`config.mk`:
```
export PLATFORM = sky130hd
export DESIGN_NAME = drs_ctrl
export DESIGN_NICKNAME = d
export VERILOG_FILES = /design/src/sv/drs_pkg.sv /design/src/sv/drs_ctrl.sv
export SDC_FILE = /design/constraint.sdc
export NUM_CORES = 1
export LEC_CHECK = 0
export BUFFER_PORTS_ARGS = -buffer_cell sky130_fd_sc_hd__buf_2
export CORE_AREA = 5 5 42 44
export CTS_CLUSTER_DIAMETER = 150
export DETAILED_ROUTE_END_ITERATION = 10
export DIE_AREA = 0 0 47 49
export SYNTH_ARGS = -nofsm -noshare
export SYNTH_HDL_FRONTEND = slang
export SYNTH_SLANG_ARGS = --single-unit
```
`constraint.sdc`:
```
create_clock -name clock -period 2.7 [get_ports clock]
set_input_delay 0.27 -clock clock [delete_from_list [all_inputs] [get_ports clock]]
set_output_delay 0.27 -clock clock [all_outputs]
set_load 0.01 [all_outputs]
```
`src/sv/drs_pkg.sv`:
```
// ----------------------------------------------------------------------------
// Display register stack package
// Shared field widths, command and status codes, and the control struct
// between the controller and the datapath.
// ----------------------------------------------------------------------------
package drs_pkg;

   localparam int CommandWidth    = 2;
   localparam int BlockIdentWidth = 32;
   localparam int LevelWidth      = 8;
   localparam int SlotWidth       = 8;
   localparam int ValueWidth      = 64;
   localparam int StatusWidth     = 3;
   localparam int NewDepthWidth   = 5;

   // Wide enough to compare any level or slot index with any depth or count.
   localparam int CompareWidth    = 9;

   typedef enum logic [CommandWidth-1:0] {
      CMD_PUSH   = 2'd0,
      CMD_POP    = 2'd1,
      CMD_LOOKUP = 2'd2,
      CMD_STORE  = 2'd3
   } command_type;

   typedef enum logic [StatusWidth-1:0] {
      STATUS_OK        = 3'd0,
      STATUS_FULL      = 3'd1,
      STATUS_EMPTY     = 3'd2,
      STATUS_BAD_LEVEL = 3'd3,
      STATUS_BAD_SLOT  = 3'd4
   } status_type;

   typedef struct packed {
      logic take;
      logic clear;
   } ctrl_cmd_type;

endpackage

```
`src/sv/drs_ctrl.sv`:
```
// ----------------------------------------------------------------------------
// Display register stack controller
// Takes one command transfer, zeroes the slots of a newly pushed frame, then
// holds the result until its transfer.
// ----------------------------------------------------------------------------
module drs_ctrl
   import drs_pkg::*;
(
   input  logic         clock,
   input  logic         reset,
   input  logic         req_valid,
   output logic         req_ready,
   output logic         rsp_valid,
   input  logic         rsp_ready,
   input  logic         push_go,
   input  logic         clear_last,
   output ctrl_cmd_type ctrl_cmd
);

   typedef enum logic [2:0] {
      S_IDLE  = 3'b001,
      S_CLEAR = 3'b010,
      S_SEND  = 3'b100
   } ctl_state_type;

   ctl_state_type state_ff;
   ctl_state_type state_in;

   assign req_ready      = (state_ff == S_IDLE);
   assign rsp_valid      = (state_ff == S_SEND);
   assign ctrl_cmd.take  = req_valid && req_ready;
   assign ctrl_cmd.clear = (state_ff == S_CLEAR);

   always_comb begin
      state_in = state_ff;
      unique case (state_ff)
         S_IDLE: begin
            if (req_valid) begin
               state_in = push_go ? S_CLEAR : S_SEND;
            end
         end
         S_CLEAR: begin
            if (clear_last) begin
               state_in = S_SEND;
            end
         end
         S_SEND: begin
            if (rsp_ready) begin
               state_in = S_IDLE;
            end
         end
         default: begin
            state_in = S_IDLE;
         end
      endcase
   end

   always_ff @(posedge clock) begin
      if (reset) begin
         state_ff <= S_IDLE;
      end else begin
         state_ff <= state_in;
      end
   end

endmodule

```
# Word level (Yosys, flattened, before mapping)
# Index checks and enable logic that the tools add are counted.
# Widths: inputs -> output; s select.
[totals]
ff_bits = 3
in_bits = 6
out_inout_bits = 4
elab_cells = 14
[classes]
n_eq_ne = 6
mux = 5
reduce_logical = 2
[op_table]
columns = ["op", "n"]
rows = [
  ["$mux 3", 4],
  ["$pmux 3 s3", 1],
  ["$ne 2x2->1 const B", 2],
  ["$eq 3x1->1 const B", 1],
  ["$eq 3x2->1 const B", 1],
  ["$eq 3x3->1 const B", 1],
  ["$reduce_and 3->1", 1],
  ["$ne 2x1->1 const B", 1],
  ["$logic_and 1x1->1", 1],
]

# Depth between registers and ports, before layout
# Gate-level depths: netlist of run 1.
[depth]
word_depth = 3
mapped_depth = 3

# Worst setup path after synthesis of run 1
# OpenSTA, ideal clock, no wires.
[synth_path]
path_type = "reg-to-output"
from = "register state_ff[0]"
to = "output port ctrl_cmd[1] (netlist bit)"
arrival_ns = 0.915
required_time_ns = 2.430
path_slack_ns = 1.515
stages_incl_launch_ff = 3
path_buffers = 0
cell_sequence = "dfxtp_1 nor3b_2 and2_4"
[synth_lines]
columns = ["element", "line", "rtl"]
rows = [
  ["start, declared", "drs_ctrl.sv:26", "ctl_state_type state_ff;"],
  ["start signal, assigned", "drs_ctrl.sv:62", "state_ff <= state_in;"],
  ["end, declared", "drs_ctrl.sv:17", "output ctrl_cmd_type ctrl_cmd"],
]

==> results_dict.tcl, run 1 <==
set metrics [dict create \
    min_from "reset" \
    dr_wl_met3_um 61 \
    area_growth_pct 52.14 \
    cts_buffers 3 \
    cts_max_level 1 \
    yosys_warnings 0 \
    fmax_mhz 654.8 \
    hold_end "state_ff[1]" \
    r2r-start "state_ff[1]" \
    slew_headroom 0.7408 \
    arrival_ns 1.26 \
    synth_fp_nets 24 \
    p_per_area_nw_per_um2 638.0 \
    core_region_area_um2 1401 \
    m1WireLength_um 189 \
    ys_seq_elements 3 \
    synth_seq_area_share 0.3429 \
    cts_setup_buffers 0 \
    vdd_ir_drop_max_mv 0.1168 \
    setup_viol 0 \
    rsz0062_at_grt "no" \
    grt_use_total 0.05915 \
    first_pass_iters 4 \
    hold_depth 2 \
    drt_iter0_markers 1 \
    routed_wl_um 519 \
    first_global_vias 186 \
    post_drt_wl_per_cell_um 11.04 \
    n_fill_cell 173 \
    route.met2.wl_um 244 \
    grt_pass1_wl_um 821 \
    cp.required_ns 2.43 \
    grt_max_degree 8 \
    dieWidth_um 47 \
    start_kind "register" \
    cts_sinks 3 \
    r2r_end "state_ff[2]" \
    cts_hold_buf 0 \
    top_regs "state_ff x3" \
    worstSetupEndpointType "output port" \
    die_y_um 49 \
    cap_violations 0 \
    vias 191 \
    cts_tree "done" \
    final_cell_mix "9 x buf_2, 3 x nor4b_1, 3 x clkbuf_4, 3 x dfxtp_1" \
    worstSetupPathType "register to output port" \
    min_period_ns 1.527 \
    place_congestion 0.7156 \
    diodes 0 \
    fin_nets 38 \
    die_area_um2 2303 \
    antenna_found_initial 0 \
    clock_path_buffers 2 \
    clk_latency_ns 0.24 \
    hold_class "input pin to register" \
    final-hold-violation-count 0 \
    cellLeakagePower_nw 0.1176 \
    fin_crit_sh 0.5657 \
    synth_cells 18 \
    clock-root-buffer "clkbuf_4" \
    largest_reg_flops 3 \
    finClkSkew_ns 0.005153 \
    row_count 14 \
    placed_cells 43 \
    initial_core_util 0.1250 \
    outcome "finished clean" \
    layout-drive-gt1-share 0.4839 \
    dp_hpwl_um 388.3 \
    routed_via_density 4.064 \
    syn_area_um2 175.2 \
    reg2reg_slack_ns 1.59 \
    mostFrequentLayoutCell "buf_2" \
    crit_fanout 7 \
    drc_errors 0 \
    grt_remaining_overflow 0 \
    finalMaxSlewViolations 0 \
    io_pins 10 \
    drtAntennaViolNets 0 \
    path_clk_slew_ns 0.04 \
    reg2reg_depth 3 \
    worstMarginPinSlew_ns 0.3790 \
    avgSynthCellArea_um2 9.732 \
    io_buffer_count 9 \
    cts_resized 0 \
    top_register "state_ff" \
    synthDistinctLibCells 12 \
    fin_cells 47 \
    top_layer_used "met4" \
    p_total_w 0.0001700 \
    setup_tns_ns 0 \
]
[synthesized netlist by cell type]
cell | count | area (um2)
o31a_1 | 1 | 8.760
a2111oi_0 | 1 | 8.760
nor3b_1 | 1 | 7.510
dfxtp_1 | 3 | 60.06
nor4b_1 | 3 | 26.28
nor2_1 | 1 | 3.750
inv_1 | 2 | 7.510
and2_4 | 1 | 8.760
nor3b_2 | 2 | 25.02
a31oi_1 | 1 | 6.260
o31ai_1 | 1 | 7.510
nor3_1 | 1 | 5.000
[cell families after synthesis]
logic type,Yosys count,share of synthesized area
buffers and inverters,2,0.04287
DFF,3,0.3429
AOI/OAI and AO/OA,4,0.1786
and+or+nand+nor,9,0.4357
[worst max path at each step]
| stage | startpoint | endpoint | slack (ns) | cells after the start |
|---|---|---|---|---|
| floorplan | state_ff[0] | ctrl_cmd[1] | 1.51 | 2 |
| global placement | state_ff[0] | ctrl_cmd[1] | 1.49 | 3 |
| detailed placement | state_ff[0] | ctrl_cmd[1] | 1.43 | 3 |
| CTS | state_ff[0] | ctrl_cmd[1] | 1.16 | 3 |
| global route | state_ff[0] | ctrl_cmd[1] | 1.05 | 3 |
| finish | state_ff[0] | ctrl_cmd[1] | 1.17 | 3 |
[cell type report]
type                       count  area [um2]  share of cell area
clock buffer                   4       26.28             0.09859
inverter                       2       7.507             0.02817
tap                           16       20.02             0.07512
multi-input combinational     13       107.6              0.4038
timing repair buffer           9       45.04              0.1690
sequential                     3       60.06              0.2254
[routing by layer]
| layer | global-route usage | vias up |
|---|---|---|
| li1 | - | 98 |
| met1 | 0.05495 | 83 |
| met2 | 0.07240 | 8 |
| met3 | 0.04428 | 2 |
| met4 | 0.06912 | 0 |
| met5 | 0 | - |
[power breakdown]
part / switching (W) / internal, W
Combinational: 0.0000139 / 0.0000174
Clock: 0.0000271 / 0.0000556
Sequential: 0.00000744 / 0.0000485
Total: 0.0000485 / 0.000122
[per-stage QoR]
step	worst slack (ns)	area (um2)	util	hold WS, ns
floorplan	1.515	175.2	-	0.3424
global placement	1.494	240.2	0.1714	0.4760
detailed placement	1.427	240.2	0.1714	0.4767
CTS	1.160	266.5	0.1902	0.2241
global route	1.047	266.5	0.1902	0.2225
finish	1.173	266.5	0.1902	0.2313
[critical path: stages, from the launching register on]
cell     delay, ns
dfxtp_1       0.44
nor3b_2       0.27
and2_4        0.19
buf_2         0.12
No activity file was read; power rests on OpenSTA's default activity.
==> inputs of run 2 (changes only) <==
clock period = 1.4 ns   (was 2.7 ns; I/O delays follow)
==> run 2 against run 1 <==
Against the previous run: count of clock-buffer cells in the layout stayed put; combinational power rose by 110%; global-route usage down 0.77 points; via count unchanged; sequential share of layout area down 0.16 points; critical path depth stayed put; clock skew decreased by 0.0051 ns; core utilization grew 0.54 points; first-iteration DRC count grew to 7.0 times the previous value; wire length down 0.39%; clock power grew 81%; register-to-register slack worse by 1.4 ns.
==> results_dict.tcl, run 2 (synthesis gave the netlist of run 1 again) <==
set metrics [dict create \
    outcome "finished clean" \
    top_regs "state_ff x3" \
    post_drt_wl_per_cell_um 11.00 \
    finClkSkew_ns 0.00009324 \
    finalMaxSlewViolations 0 \
    min_period_ns 1.287 \
    vias 191 \
    grt_max_degree 8 \
    first_pass_iters 3 \
    grt_use_total 0.05141 \
    crit_path_cell_trace "nor3b_4 -> and2_4 -> buf_2" \
    fin_cells 47 \
    fin_nets 38 \
    cap_violations 0 \
    cts_tree "done" \
    die_area_um2 2303 \
    mostFrequentLayoutCell "buf_2" \
    layout-drive-gt1-share 0.5161 \
    row_count 14 \
    fmax_mhz 777.2 \
    worstSetupPathType "register to output port" \
    cts_resized 0 \
    rsz0062_at_grt "no" \
    drc_errors 0 \
    worstMarginPinSlew_ns 0.4094 \
    clk_latency_ns 0.23 \
    final_cell_mix "9 x buf_2, 3 x nor4b_1, 3 x clkbuf_4" \
    initial_core_util 0.1250 \
    routed_wl_um 517 \
    cts_setup_buffers 0 \
    core_region_area_um2 1401 \
    fin_util 0.1955 \
    drt_iter0_markers 7 \
    clock_path_buffers 2 \
    setup_tns_ns 0 \
    dieWidth_um 47 \
    drtAntennaViolNets 0 \
    die_y_um 49 \
    critPathMaxStageDelay_ns 0.39 \
    hold_class "input pin to register" \
    place_congestion 0.7333 \
    fin_crit_sh 0.9190 \
    setup_viol 0 \
    cts_buffers 3 \
    largest_reg_flops 3 \
    io_buffer_count 9 \
    p_per_area_nw_per_um2 1187 \
    start_kind "register" \
    diodes 0 \
    top_register "state_ff" \
    final-hold-violation-count 0 \
    slowest_stage "dfxtp_2" \
    slew_headroom 0.7200 \
    antenna_found_initial 0 \
    routed_via_density 4.064 \
    grt_pass1_wl_um 800 \
    whs_ns 0.1131 \
    path_clk_slew_ns 0.04 \
    placed_cells 43 \
    n_fill_cell 174 \
    cts_max_level 1 \
    cp.required_ns 1.26 \
    cellLeakagePower_nw 0.1198 \
    io_pins 10 \
    clock-root-buffer "clkbuf_4" \
    vdd_ir_drop_max_mv 0.2474 \
    arrival_ns 1.15 \
    area_growth_pct 56.43 \
    first_global_vias 200 \
    cts_sinks 3 \
    grt_remaining_overflow 0 \
    worstSetupEndpointType "output port" \
    crit_fanout 7 \
    cts_hold_buf 0 \
]
==> run 2: cell counts in the layout (fill, tap and decap cells not counted) <==
No cell type changed its count.
==> run 2: power breakdown <==
part | leakage (nW) | total (W) | switching, W | internal (W)
clock | 0.0150 | 0.000150 | 0.0000429 | 0.000107
combinational | 0.0805 | 0.0000645 | 0.0000271 | 0.0000375
sequential | 0.0244 | 0.000111 | 0.0000168 | 0.0000943
==> run 2: per-stage QoR <==
step / power, W / cell area [um2] / setup slack, ns
2_1_floorplan: 0.0001434 / 175.2 / 0.2903
5_1_grt: 0.0003512 / 274.0 / 0.01188
4_1_cts: 0.0003292 / 266.5 / 0.02493
3_5_place_dp: 0.0001702 / 240.2 / 0.2766
6_report: 0.0003253 / 274.0 / 0.1134
3_3_place_gp: 0.0001689 / 240.2 / 0.2931
==> run 2: worst paths after layout <==
| check | from | end | slack [ns] | cells past startpoint |
|---|---|---|---|---|
| max reg2reg | state_ff[1] | state_ff[2] | 0.24 | 3 |
| max | state_ff[0] | ctrl_cmd[1] | 0.11 | 3 |
| min | reset | state_ff[1] | 0.11 | 2 |
| min reg2reg | state_ff[0] | state_ff[1] | 0.71 | 3 |
==> run 2: cell type report <==
class / instances / area, um2 / area share
Clock buffer: 4 / 26.28 / 0.09589
Inverter: 2 / 7.507 / 0.02740
Sequential cell: 3 / 61.31 / 0.2237
Multi-Input combinational cell: 13 / 113.9 / 0.4155
Timing Repair Buffer: 9 / 45.04 / 0.1644
Tap cell: 16 / 20.02 / 0.07306
==> run 2: critical path: cells and delay by family, from the launching register on <==
kind | cells | cell delay (ns)
flip-flops | 1 | 0.39
AND/OR/NAND/NOR | 2 | 0.40
buffers and inverters | 1 | 0.12
==> run 2: layer usage <==
metal / wire length [um] / up-vias / global-route usage
met1: 182 / 85 / 0.05714
met5: 0 / - / 0
met2: 264 / 8 / 0.06561
met3: 69 / 0 / 0.03321
li1: - / 98 / -
met4: 0 / 0 / 0.04147
==> inputs of run 3 (changes only) <==
--- a/config.mk
+++ b/config.mk
@@ -7,8 +7,11 @@
 export LEC_CHECK = 0
 export BUFFER_PORTS_ARGS = -buffer_cell sky130_fd_sc_hd__buf_2
+export CELL_PAD_IN_SITES_DETAIL_PLACEMENT = 1
+export CELL_PAD_IN_SITES_GLOBAL_PLACEMENT = 2
 export CORE_AREA = 5 5 42 44
 export CTS_CLUSTER_DIAMETER = 150
 export DETAILED_ROUTE_END_ITERATION = 10
 export DIE_AREA = 0 0 47 49
+export PLACE_DENSITY_LB_ADDON = 0.1
 export SYNTH_ARGS = -nofsm -noshare
 export SYNTH_HDL_FRONTEND = slang
==> constraint.sdc (replaced) <==
create_clock -name clock -period 1.4 [get_ports clock]
set_input_delay 0.28 -clock clock [delete_from_list [all_inputs] [get_ports clock]]
set_output_delay 0.28 -clock clock [all_outputs]
set_load 0.01 [all_outputs]
==> run 3 against run 2 <==
Against the previous run: flip-flop and latch count unchanged; core utilization increased by 4.6 points; cell area grew 23%; critical path depth unchanged; via count is 12% higher; sequential power about the same; critical endpoint unchanged; largest cell class unchanged.
==> results_dict.tcl, run 3 (synthesis gave the netlist of run 1 again) <==
set metrics [dict create \
    outcome "finished clean" \
    top_register "state_ff" \
    clock-root-buffer "clkbuf_4" \
    setup_viol 0 \
    dieWidth_um 47 \
    largest_reg_flops 3 \
    cp.required_ns 1.12 \
    cts_hold_buf 0 \
    fin_cells 52 \
    start_kind "register" \
    worst_slack_ns 0.02054 \
    drtAntennaViolNets 0 \
    cts_sinks 3 \
    slew_headroom 0.7160 \
    io_buffer_count 9 \
    fin_crit_sh 0.9853 \
    layout-drive-gt1-share 0.6389 \
    final-seq-area_um2 68.82 \
    routed_wl_um 616 \
    final_cell_mix "8 x buf_2, 4 x buf_4, 3 x nor4b_1, 3 x clkbuf_4" \
    first_global_vias 255 \
    dp_hpwl_um 466.5 \
    drt_iter0_markers 1 \
    row_count 14 \
    reg2reg_slack_ns 0.21 \
    r2r-start "state_ff[0]" \
    rsz0062_at_grt "yes" \
    final-hold-violation-count 0 \
    vdd_ir_drop_max_mv 0.2731 \
    top_regs "state_ff x3" \
    dpl_cell_area_um2 255.2 \
    io_pins 10 \
    die_area_um2 2303 \
    arrival_ns 1.10 \
    finalMaxSlewViolations 0 \
    critical_path.startpoint "state_ff[2]" \
    crit_end "ctrl_cmd[1]" \
    grt_max_degree 8 \
    crit_path_cell_trace "nor3b_4 -> and2_4 -> buf_6" \
    core_region_area_um2 1401 \
    clk_latency_ns 0.24 \
    path_clk_slew_ns 0.04 \
    multi_input_comb_area_um2 113.9 \
    vias 213 \
    slowest_stage "dfxtp_4" \
    fin_nets 43 \
    finClkSkew_ns 0.009098 \
    placed_cells 45 \
    grt_use_total 0.06681 \
    clock_path_buffers 2 \
    cellLeakagePower_nw 0.1537 \
    fmax_mhz 724.9 \
    fin_area_um2 337.8 \
    cts_tree "done" \
    min_period_ns 1.379 \
    grt_pass1_wl_mm 1.048 \
    cts_buffers 3 \
    r2r_end "state_ff[2]" \
    crit_fanout 7 \
    whs_ns 0.2395 \
    n_fill_cell 175 \
    grt_remaining_overflow 0 \
    post-place-ws_ns 0.1408 \
    diodes 0 \
    initial_core_util 0.1250 \
    routed_via_density 4.096 \
    place_congestion 0.7171 \
    antenna_found_initial 0 \
    mostFrequentLayoutCell "buf_2" \
    reg2reg_depth 4 \
    cap_violations 0 \
    first_pass_iters 2 \
    worstSetupEndpointType "output port" \
    post_drt_wl_per_cell_um 11.85 \
    worstSetupPathType "register to output port" \
    area_growth_pct 92.86 \
    worstMarginPinSlew_ns 0.4201 \
    hold_class "input pin to register" \
    drc_errors 0 \
    p_per_area_nw_per_um2 1083 \
    die_y_um 49 \
    critPathMaxStageDelay_ns 0.37 \
    cts_max_level 1 \
]
run 3: cell types whose count changed in the layout (fill, tap and decap cells not counted):
cell | previous run | this run
buf_6 | 0 | 1
buf_12 | 0 | 1
buf_2 | 9 | 8
dfxtp_4 | 0 | 2
dfxtp_1 | 2 | 0
buf_4 | 0 | 4
run 3: area by class of cell:
class                      instances  area share
timing repair buffer              14      0.3000
tap                               16     0.05926
clock buffer                       4     0.07778
inverter                           2     0.02222
multi-input combinational         13      0.3370
sequential                         3      0.2037
run 3: power breakdown:
part	internal [W]	leakage, nW	total [W]	switching (W)
Sequential	0.0000947	0.0258	0.000109	0.0000140
Combinational	0.0000632	0.113	0.0000974	0.0000343
Clock	0.000107	0.0150	0.000160	0.0000524
run 3: metrics by stage:
| step | TNS, ns | power [W] | utilization |
|---|---|---|---|
| after global placement | 0 | 0.0001733 | 0.1821 |
| final | 0 | 0.0003659 | 0.2411 |
| after global routing | -0.06977 | 0.0003976 | 0.2411 |
| after detailed placement | 0 | 0.0001719 | 0.1821 |
| after CTS | 0 | 0.0003583 | 0.2241 |
| after floorplan | 0 | 0.0001434 | - |
run 3: worst min path at each step:
stage / from / end / slack [ns] / depth (start not counted)
6_report: reset / state_ff[1] / 0.24 / 2
3_5_place_dp: reset / state_ff[1] / 0.49 / 2
4_1_cts: reset / state_ff[1] / 0.23 / 2
2_1_floorplan: reset / state_ff[1] / 0.35 / 1
3_3_place_gp: reset / state_ff[1] / 0.49 / 2
5_1_grt: reset / state_ff[1] / 0.24 / 2
run 3: repair_timing:
action	4_1_cts	5_1_grt
resized for setup	5	2
setup buffers	1	2
endpoints found under the setup margin	3	2
pin swaps	0	2
run 3: routing by layer:
| layer | GRT usage | vias to the layer above | part of all wire |
|---|---|---|---|
| met5 | 0 | - | 0 |
| met4 | 0.06912 | 0 | 0.036 |
| li1 | - | 107 | - |
| met2 | 0.09050 | 10 | 0.46 |
| met3 | 0.01107 | 2 | 0.058 |
| met1 | 0.08096 | 94 | 0.44 |
run 3: worst max-delay path: cells and delay by family (launching register included):
kind,cells,cell delay [ns]
buffers and inverters,1,0.09
flip-flops,1,0.37
AND/OR/NAND/NOR,2,0.40
